`src/bads_pkg.sv`:
```
// ----------------------------------------------------------------------------
// Block average downscaler package
// Shared constants and types for the 16x16 block average downscaler.
// ----------------------------------------------------------------------------
package bads_pkg;

  localparam int GRID_SIZE     = 16;
  localparam int GRID_BITS     = $clog2(GRID_SIZE);
  localparam int MAX_DIMENSION = 4096;
  localparam int DIM_BITS      = 13;
  localparam int POS_BITS      = 12;
  localparam int SUM_BITS      = 20;
  localparam int DEN_BITS      = 9;
  localparam int REM_BITS      = 10;
  localparam int CNT_BITS      = 5;

  localparam logic [1:0] REG_IMAGE_WIDTH    = 2'd0;
  localparam logic [1:0] REG_IMAGE_HEIGHT   = 2'd1;
  localparam logic [1:0] REG_CHANNEL_SELECT = 2'd2;

  localparam logic [1:0] CHAN_RED   = 2'd0;
  localparam logic [1:0] CHAN_GREEN = 2'd1;
  localparam logic [1:0] CHAN_BLUE  = 2'd2;

  typedef enum logic [6:0] {
    S_IDLE = 7'b0000001,
    S_SDIV = 7'b0000010,
    S_SWR  = 7'b0000100,
    S_BRD  = 7'b0001000,
    S_BLD  = 7'b0010000,
    S_BDIV = 7'b0100000,
    S_BOUT = 7'b1000000
  } state_t;

endpackage

```
`src/block_average_downscale_16x16_top.sv`:
```
// ----------------------------------------------------------------------------
// Block average downscaler, 16x16 grid
// Reduces one color channel of a raster image to a 16x16 grid of block means.
// ----------------------------------------------------------------------------
// One pixel is taken per transfer. A pixel that closes no row segment leaves
// the block idle. A pixel that closes a segment stalls the input through the
// shared one-bit-per-cycle divider and the read, modify and write of the
// column accumulator memory. A pixel that closes a band then emits 16 cells,
// each through the divider and held by any output stall. The accumulators
// live in a 16-entry memory with a registered read, whose entries read as
// zero after reset or after their band is emitted.
module block_average_downscale_16x16_top (
  input  logic                          clk,
  input  logic                          rst,
  input  logic                          in_valid,
  output logic                          in_stall,
  input  logic [7:0]                    red_sample,
  input  logic [7:0]                    green_sample,
  input  logic [7:0]                    blue_sample,
  output logic                          out_valid,
  input  logic                          out_stall,
  output logic [7:0]                    cell_value,
  output logic [3:0]                    cell_column,
  output logic [3:0]                    cell_row,
  output logic                          band_last,
  output logic                          frame_last,
  input  logic                          cfg_write,
  input  logic [1:0]                    cfg_index,
  input  logic [bads_pkg::DIM_BITS-1:0] cfg_data
);
  import bads_pkg::*;

  state_t state;
  logic [DIM_BITS-1:0]  image_width, image_height;
  logic [1:0]           channel_select;
  logic [POS_BITS-1:0]  column_position, row_position;
  logic [SUM_BITS-1:0]  segment_sum;
  logic [GRID_BITS-1:0] segment_index, band_index;

  logic [SUM_BITS-1:0]  acc_mem [GRID_SIZE];
  logic [GRID_SIZE-1:0] acc_valid;
  logic [SUM_BITS-1:0]  rd_data;
  logic [GRID_BITS-1:0] rd_addr;

  logic [GRID_BITS-1:0] seg_idx_q, emit_row, col_cnt;
  logic                 row_end_q, band_end_q, frame_end_q;
  logic [DEN_BITS-1:0]  band_div;

  logic [REM_BITS-1:0]  div_rem;
  logic [SUM_BITS-1:0]  div_q;
  logic [DEN_BITS-1:0]  div_den;
  logic [CNT_BITS-1:0]  div_cnt;

  logic [DIM_BITS-1:0]  w, h;
  logic [DEN_BITS-1:0]  seg_w, band_h, seg_div, band_div_now;
  logic [7:0]           sample;
  logic [SUM_BITS-1:0]  sum_now;
  logic [DIM_BITS:0]    col_inc, row_inc;
  logic [DIM_BITS:0]    seg_bound, band_bound;
  logic                 row_end, last_seg, seg_end, frame_end, last_band, band_end;
  logic                 accept;
  logic [REM_BITS:0]    rem_s;
  logic                 ge;
  logic [SUM_BITS-1:0]  acc_old;

  function automatic logic [DIM_BITS-1:0] clamp_dim(input logic [DIM_BITS-1:0] v);
    if (v < DIM_BITS'(GRID_SIZE)) return DIM_BITS'(GRID_SIZE);
    if (v > DIM_BITS'(MAX_DIMENSION)) return DIM_BITS'(MAX_DIMENSION);
    return v;
  endfunction

  always_comb begin
    w = clamp_dim(image_width);
    h = clamp_dim(image_height);
    seg_w = DEN_BITS'(w >> GRID_BITS);
    band_h = DEN_BITS'(h >> GRID_BITS);
    case (channel_select)
      CHAN_RED:   sample = red_sample;
      CHAN_GREEN: sample = green_sample;
      CHAN_BLUE:  sample = blue_sample;
      default:    sample = 8'd0;
    endcase
    sum_now = segment_sum + SUM_BITS'(sample);
    col_inc = (DIM_BITS+1)'(column_position) + 1'b1;
    row_inc = (DIM_BITS+1)'(row_position) + 1'b1;
    row_end = col_inc >= (DIM_BITS+1)'(w);
    last_seg = segment_index == GRID_BITS'(GRID_SIZE - 1);
    seg_bound = (DIM_BITS+1)'({1'b0, segment_index} + 1'b1) * (DIM_BITS+1)'(seg_w);
    seg_end = row_end || (!last_seg && col_inc >= seg_bound);
    seg_div = last_seg ? seg_w + DEN_BITS'(w[GRID_BITS-1:0]) : seg_w;
    frame_end = row_inc >= (DIM_BITS+1)'(h);
    last_band = band_index == GRID_BITS'(GRID_SIZE - 1);
    band_bound = (DIM_BITS+1)'({1'b0, band_index} + 1'b1) * (DIM_BITS+1)'(band_h);
    band_end = frame_end || (!last_band && row_inc >= band_bound);
    band_div_now = last_band ? band_h + DEN_BITS'(h[GRID_BITS-1:0]) : band_h;
    rem_s = {div_rem, div_q[SUM_BITS-1]};
    ge = rem_s >= (REM_BITS+1)'(div_den);
    acc_old = acc_valid[seg_idx_q] ? rd_data : '0;
  end

  assign in_stall = state != S_IDLE;
  assign accept = in_valid && !in_stall;
  assign rd_addr = (state == S_IDLE) ? segment_index :
                   ((state == S_SDIV || state == S_SWR) ? seg_idx_q : col_cnt);

  assign out_valid = state == S_BOUT;
  assign cell_value = div_q[7:0];
  assign cell_column = col_cnt;
  assign cell_row = emit_row;
  assign band_last = col_cnt == GRID_BITS'(GRID_SIZE - 1);
  assign frame_last = band_last && frame_end_q;

  always_ff @(posedge clk) begin
    rd_data <= acc_mem[rd_addr];
    if (state == S_SWR) begin
      acc_mem[seg_idx_q] <= acc_old + div_q;
    end
  end

  always_ff @(posedge clk) begin
    if (state == S_SDIV || state == S_BDIV) begin
      div_rem <= ge ? REM_BITS'(rem_s - (REM_BITS+1)'(div_den)) : REM_BITS'(rem_s);
      div_q <= {div_q[SUM_BITS-2:0], ge};
    end else if (accept) begin
      div_rem <= '0;
      div_q <= sum_now;
      div_den <= seg_div;
    end else if (state == S_BLD) begin
      div_rem <= '0;
      div_q <= acc_valid[col_cnt] ? rd_data : '0;
      div_den <= band_div;
    end
    if (accept) begin
      seg_idx_q <= segment_index;
      row_end_q <= row_end;
      band_end_q <= band_end;
      frame_end_q <= frame_end;
      emit_row <= band_index;
      band_div <= band_div_now;
    end
  end

  always_ff @(posedge clk) begin
    if (rst) begin
      state <= S_IDLE;
      image_width <= DIM_BITS'(16);
      image_height <= DIM_BITS'(16);
      channel_select <= CHAN_RED;
      column_position <= '0;
      row_position <= '0;
      segment_sum <= '0;
      segment_index <= '0;
      band_index <= '0;
      acc_valid <= '0;
      col_cnt <= '0;
      div_cnt <= '0;
    end else begin
      if (cfg_write) begin
        case (cfg_index)
          REG_IMAGE_WIDTH:    image_width <= cfg_data;
          REG_IMAGE_HEIGHT:   image_height <= cfg_data;
          REG_CHANNEL_SELECT: channel_select <= cfg_data[1:0];
          default: ;
        endcase
      end
      case (state)
        S_IDLE: begin
          if (accept) begin
            segment_sum <= seg_end ? '0 : sum_now;
            if (row_end) begin
              column_position <= '0;
              segment_index <= '0;
              row_position <= frame_end ? '0 : POS_BITS'(row_inc);
              if (band_end) begin
                if (frame_end) band_index <= '0;
                else if (!last_band) band_index <= band_index + 1'b1;
              end
            end else begin
              column_position <= POS_BITS'(col_inc);
              if (seg_end && !last_seg) segment_index <= segment_index + 1'b1;
            end
            if (seg_end) begin
              div_cnt <= '0;
              state <= S_SDIV;
            end
          end
        end
        S_SDIV: begin
          div_cnt <= div_cnt + 1'b1;
          if (div_cnt == CNT_BITS'(SUM_BITS - 1)) state <= S_SWR;
        end
        S_SWR: begin
          acc_valid[seg_idx_q] <= 1'b1;
          col_cnt <= '0;
          state <= (row_end_q && band_end_q) ? S_BRD : S_IDLE;
        end
        S_BRD: state <= S_BLD;
        S_BLD: begin
          div_cnt <= '0;
          state <= S_BDIV;
        end
        S_BDIV: begin
          div_cnt <= div_cnt + 1'b1;
          if (div_cnt == CNT_BITS'(SUM_BITS - 1)) state <= S_BOUT;
        end
        S_BOUT: begin
          if (!out_stall) begin
            acc_valid[col_cnt] <= 1'b0;
            if (col_cnt == GRID_BITS'(GRID_SIZE - 1)) begin
              state <= S_IDLE;
            end else begin
              col_cnt <= col_cnt + 1'b1;
              state <= S_BRD;
            end
          end
        end
        default: state <= S_IDLE;
      endcase
    end
  end

endmodule

```
`config.mk`:
```
export PLATFORM = sky130hd
export DESIGN_NAME = block_average_downscale_16x16_top
export DESIGN_NICKNAME = d
export VERILOG_FILES = /design/src/bads_pkg.sv /design/src/block_average_downscale_16x16_top.sv
export SDC_FILE = /design/constraint.sdc
export NUM_CORES = 1
export LEC_CHECK = 0
export BUFFER_PORTS_ARGS = -buffer_cell sky130_fd_sc_hd__buf_2
export CAP_MARGIN = 5
export CORE_MARGIN = 5
export CORE_UTILIZATION = 47
export CTS_BUF_LIST = sky130_fd_sc_hd__clkbuf_8
export CTS_CLUSTER_DIAMETER = 30
export DETAILED_ROUTE_END_ITERATION = 8
export HOLD_SLACK_MARGIN = 0.03
export PLACE_DENSITY = 0.65
export SLEW_MARGIN = 0
export SYNTH_ARGS = -nofsm -noshare
export SYNTH_HDL_FRONTEND = slang
export SYNTH_SLANG_ARGS = --single-unit
```
`constraint.sdc`:
```
create_clock -name clk -period 5.98 [get_ports clk]
set_input_delay 0.598 -clock clk [delete_from_list [all_inputs] [get_ports clk]]
set_output_delay 0.598 -clock clk [all_outputs]
set_load 0.01 [all_outputs]
```
==> results of run 1 <==
per-stage QoR:
step                      utilization (%)  cells  power [W]
after floorplan                         -   2270    0.00619
after global placement               50.5   3106    0.00690
after detailed placement             50.5   3106    0.00696
after CTS                            55.2   3332     0.0110
after global routing                 55.8   3340     0.0117
final                                55.8   3340     0.0112
layout make-up:
cell class              instances  area [um^2]  area share, %
diodes                          2         5.00         0.0155
clock buffers                 106         1460           4.52
clock inverters                80          748           2.32
inverters                     140          526           1.63
multi-input cells            1515        12900           40.1
flip-flops and latches        511        14000           43.5
well taps                     765          957           2.97
repair buffers                221         1610           4.98
critical path, delay by kind of cell, from the launching register on:
| family | cells | cell delay (ps) |
|---|---|---|
| AO/OA/AOI/OAI | 11 | 1660 |
| flip-flops | 1 | 320 |
| adder cells (fa/ha/maj) | 5 | 1930 |
| buffers and inverters | 5 | 730 |
| AND/OR/NAND/NOR | 7 | 1290 |
cells by family (layout without fill, tap and decap cells):
logic type | Yosys count | after routing | share of synthesized area (%)
and+or+nand+nor | 642 | 642 | 11.2
DFF | 511 | 511 | 51.1
AOI/OAI and AO/OA | 400 | 400 | 8.98
buffers and inverters | 244 | 547 | 3.82
adders and majority gates | 196 | 196 | 10.2
muxes | 180 | 180 | 11.6
xor gates and xnor gates | 97 | 97 | 3.10
other | 0 | 2 | 0
per-layer routing:
layer | wire [um] | track usage, % | part of all wire [%] | up-vias
li1 | - | - | - | 8851
met1 | 29500 | 28.0 | 43 | 9379
met2 | 33700 | 36.2 | 49 | 519
met3 | 3530 | 3.57 | 5.1 | 131
met4 | 1840 | 6.80 | 2.7 | 0
met5 | 0 | 0 | 0 | -
path summary, 6_finish.rpt:
path	from	endpoint	slack, ps	depth (start not counted)
setup / recovery	image_width[8]	div_cnt[3]	-120	28
hold reg to reg	image_width[0]	image_width[0]	460	2
setup reg to reg	image_width[8]	div_cnt[3]	-120	28
hold / removal	cfg_data[3]	image_height[3]	180	3
power breakdown:
| part | leakage [nW] | switching [W] | total [W] | internal [W] |
|---|---|---|---|---|
| clock network | 1.16 | 0.00160 | 0.00376 | 0.00217 |
| logic | 6.54 | 0.00167 | 0.00288 | 0.00121 |
| registers | 4.55 | 0.000197 | 0.00451 | 0.00431 |
flip-flops by register name (all words and copies together) (netlist names), 5 cells and up:
| signal | cells |
|---|---|
| image_height | 13 |
| acc_valid | 16 |
| segment_sum | 20 |
| row_position | 12 |
| div_rem | 10 |
| acc_mem | 320 |
| column_position | 12 |
| div_q | 20 |
| state | 7 |
| div_cnt | 5 |
| image_width | 13 |
| div_den | 9 |
| rd_data | 20 |
| band_div | 9 |
timing repair:
item                                    CTS  global route
endpoints found under the setup margin   40            44
setup buffers                            42             6
pin swaps                                51            57
cloned                                    1             2
resized for setup                        45            63
cells in the final DEF (no fill, tap or decap), types with 10 or more instances in the layout:
master / n
a21oi_2: 11
a21o_1: 20
nand3_1: 42
dfxtp_1: 129
o21ai_1: 15
buf_2: 62
nor2b_1: 15
bufinv_16: 11
a31oi_1: 10
nor2_2: 13
and3_1: 23
clkinv_1: 13
nor3_1: 19
and2_1: 27
a22oi_2: 11
mux2i_1: 88
clkinv_2: 21
clkinvlp_4: 11
xnor2_1: 61
a21oi_1: 131
clkbuf_8: 106
mux4_2: 22
ha_1: 143
nor2_1: 152
nand2b_1: 32
buf_4: 150
a211oi_1: 10
nand3b_1: 13
inv_1: 152
nand4_1: 10
nand2_1: 218
fa_1: 45
mux4_1: 68
o21a_1: 17
o21ai_0: 75
edfxtp_1: 379
xor2_1: 35
==> results.cfg, run 1 <==
[clocking]
htreeDepth = 3
cts_buffer_depth = 3
hold_buffers = 0
cts.sinks = 511
cts_buffers = 100
clkTransAtPathRegs_ps = 60
cts_tree = yes
insertion_delay_ps = 710
cts_root_buffer = clkbuf_8

[drt]
ant_nets = 0
vias_per_cell = 5.65
drt_iter0_markers = 1099
dr.pass1.iters = 7
wl_per_cell_um = 20.5
num_vias = 18880
wl_mm = 68.6
drc = 0

[synth]
synth_cells = 2270
async_flop_share_pct = 0
syn_nets = 2510
ys.flop_type = edfxtp_1
synthTopCellsByArea = edfxtp_1 (41%), dfxtp_1 (9.6%), ha_1 (6.8%), mux4_1 (6.5%), fa_1 (3.4%)
ys_seq_area_share_pct = 51.1
ys_types = 77
ys_seq_elements = 511
synth_common_cells = edfxtp_1 (379), nand2_1 (220), nor2_1 (165)
synth_warnings = 0
synth_top_area_share_pct = 41.5
synth_area_leader_cell = edfxtp_1
synth-edff-count = 379
synth_area_um2 = 27400
yosysMostFrequentCell = edfxtp_1
avgSynthCellArea_um2 = 12.1

[place]
dp_slack_ps = -517
place.gp.congestion = 0.893
dpl_cell_area_um2 = 29200
io_buffers = 63
hpwl_mm = 44.6

[critical_path]
slowest_stage = or4_4
crit_required_ps = 6520
crit_fanout = 8
cpPeakStageDelay_ps = 540
end_kind = flop
startpoint_type = flop
cp_data_arrival_time_ps = 6640
crit_type = reg -> reg

[timing]
holdWs_ps = 181
fmax_mhz = 164
final.period_utilization_pct = 102
maxSlewHeadroom_pct = 12.2
tns_ps = -1030
setup_viol = 29
skew_ps = 33.8
post-route-min-period_ps = 6100
slew_viol_final = 0
grt_setup_unrepaired = true
worst_pin_slew_ps = 1310
hold_violations = 0
layout_setup_ws_ps = -116

[power]
leakagePower_nw = 12.3
power_density_nw_per_um2 = 346
vdd.ir_drop.worst_v = 0.000267

[cells_and_area]
area_growth_syn_to_layout_pct = 17.6
fin_area_um2 = 32300
nNetsFinal = 2729
post_route_cells_drive_above_1_share_pct = 20.3
fillCellCount = 4706

[global_routing]
antenna_found_initial = 2
grt_max_degree = 81
overflow = 0
track_usage_pct = 21.2
grt_pass1_wl_mm = 107
grt_pass1_vias = 19190

[floorplan]
num_io_pins = 64
core-area_um2 = 57800
die_h_um = 252
die_area_um2 = 63300
die_width_um = 252
row_count = 88
start_util_pct = 47.5

[job]
drv_cap = 0

[outcome]
status = finished, violations left
violations = setup timing

[hold_path]
hp-class = in -> reg
No activity file was read; power rests on OpenSTA's default activity.
==> run 2: changes to the inputs <==
--- a/config.mk
+++ b/config.mk
@@ -7,7 +7,6 @@
 export LEC_CHECK = 0
 export BUFFER_PORTS_ARGS = -buffer_cell sky130_fd_sc_hd__buf_2
 export CAP_MARGIN = 5
-export CORE_MARGIN = 5
 export CORE_UTILIZATION = 47
 export CTS_BUF_LIST = sky130_fd_sc_hd__clkbuf_8
 export CTS_CLUSTER_DIAMETER = 30
==> run 2 against run 1 <==
Compared with the run above:
- the flow still finishes with violations (setup timing)
- die area is 6.3% lower
- first-iteration DRC count is 8.8% higher
- register-to-register slack worse by 80 ps
- clock power is 1% lower
- combinational power is 7.6% lower
- routed wire length is 0.39% lower
- count of clock-buffer cells in the layout is 1 lower
- global-route usage is 2.1 points higher
- utilization is 0.51 points lower
- fmax is 1.3% lower
- clock skew is 17 ps higher
- design area is 1.1% lower
- largest power group unchanged
- highest routed layer unchanged
==> results.cfg, run 2 (synthesized netlist as in run 1, its figures left out) <==
[timing]
hold_violations = 0
slew_viol_final = 0
layout_setup_ws_ps = -195
skew_ps = 50.4
worst_pin_slew_ps = 1270
post-route-min-period_ps = 6170
setup_viol = 29
fmax_mhz = 162
grt_setup_unrepaired = true
final.period_utilization_pct = 103
maxSlewHeadroom_pct = 14.6

[place]
dpl_cell_area_um2 = 29200
dp_slack_ps = -594
place.gp.congestion = 0.884
hpwl_mm = 44.7
io_buffers = 63
placed_cells = 3106

[cells_and_area]
area_growth_syn_to_layout_pct = 16.3
fin_cells = 3321
fin_area_um2 = 31900
layout_commonest_cell = edfxtp_1
fillCellCount = 4799
final_cell_mix = edfxtp_1 (379), nand2_1 (218), inv_1 (157)
top_register = acc_mem
post_route_cells_drive_above_1_share_pct = 18.5
largest_register_ffs = 320
nNetsFinal = 2708

[job]
drv_cap = 0

[hold_path]
worstHoldStart = cfg_data[3]
hold_depth = 3
min_delay_worst_endpoint = image_width[3]
hp-class = in -> reg

[global_routing]
grt_pass1_vias = 19436
grt_pass1_wl_mm = 107
grt_max_degree = 81
track_usage_pct = 23.3
overflow = 0
antenna_found_initial = 2

[drt]
drc = 0
num_vias = 18890
wl_per_cell_um = 20.6
vias_per_cell = 5.69
wl_mm = 68.4
ant_nets = 0
dr.pass1.iters = 6
drt_iter0_markers = 1196

[clocking]
cts_root_buffer = clkbuf_8
hold_buffers = 0
clkTransAtPathRegs_ps = 60
cts_buffers = 101
cts.sinks = 511
insertion_delay_ps = 730
cts_tree = yes
htreeDepth = 3
cts_buffer_depth = 3

[critical_path]
cpPeakStageDelay_ps = 540
crit_type = reg -> reg
crit_required_ps = 6570
slowest_stage = or4_4
cp_data_arrival_time_ps = 6760
rrSetupSlack_ps = -190
r2r_cells = 25
worst_r2r_endpoint = state[4]
startpoint_type = flop
crit_fanout = 5
reg2reg_from = image_width[11]
end_kind = flop

[floorplan]
num_io_pins = 64
die_h_um = 244
die_width_um = 244
core-area_um2 = 57700
start_util_pct = 47.6
die_area_um2 = 59400
row_count = 88

[outcome]
status = finished, violations left
violations = setup timing

[power]
vdd.ir_drop.worst_v = 0.000288
power_density_nw_per_um2 = 341
total_power_w = 0.0109
leakagePower_nw = 12.1
## run 2: metal layers
layer | track usage [%] | up-vias | share of wire [%]
li1 | - | 8828 | -
met4 | 8.47 | 0 | 3.0
met2 | 39.6 | 557 | 49
met1 | 29.5 | 9368 | 42
met3 | 4.74 | 137 | 5.5
met5 | 0 | - | 0
## run 2: layout make-up
class,instances,area (um^2),share of cell area (%)
clock buffer,105,1450,4.53
inverter,140,526,1.65
timing repair buffer,199,1370,4.29
clock inverter,84,716,2.24
tap,765,957,3.00
sequential,511,14000,44.0
multi-input combinational,1515,12900,40.3
antenna,2,5.00,0.0157
## run 2: critical path, delay by kind of cell, from the launching register on
kind / cells / cell delay [ps]
buffers and inverters: 3 / 360
adders and majority gates: 5 / 2040
xor gates and xnor gates: 1 / 150
AOI/OAI and AO/OA: 8 / 1680
DFF: 1 / 320
and+or+nand+nor: 8 / 1530
## run 2: through the flow
stage	util [%]	hold slack, ps	TNS, ps
floorplan	-	406	0
global placement	50.5	447	-10210
detailed placement	50.5	453	-19380
CTS	55.0	65.3	-5770
global route	55.3	96.3	-12690
finish	55.3	124	-3350
## run 2: worst max path at each step
stage | startpoint | end | slack [ps]
after global routing | image_width[11] | div_cnt[4] | -430
after global placement | image_width[8] | state[4] | -370
after CTS | image_width[11] | div_cnt[3] | -300
after detailed placement | image_width[8] | div_cnt[4] | -590
after floorplan | image_width[9] | state[4] | 8
final | image_width[11] | state[4] | -190
## run 2: where the power goes
part | internal (W) | total [W] | switching (W)
clock | 0.00210 | 0.00371 | 0.00161
sequential | 0.00431 | 0.00451 | 0.000203
combinational | 0.00107 | 0.00266 | 0.00159
total | 0.00748 | 0.0109 | 0.00341
## run 2: timing repair
action,CTS,global route
cloned,1,0
resized for setup,60,36
setup buffers,20,6
pin swaps,55,49
hold endpoints to repair,0,0
endpoints found under the setup margin,40,40
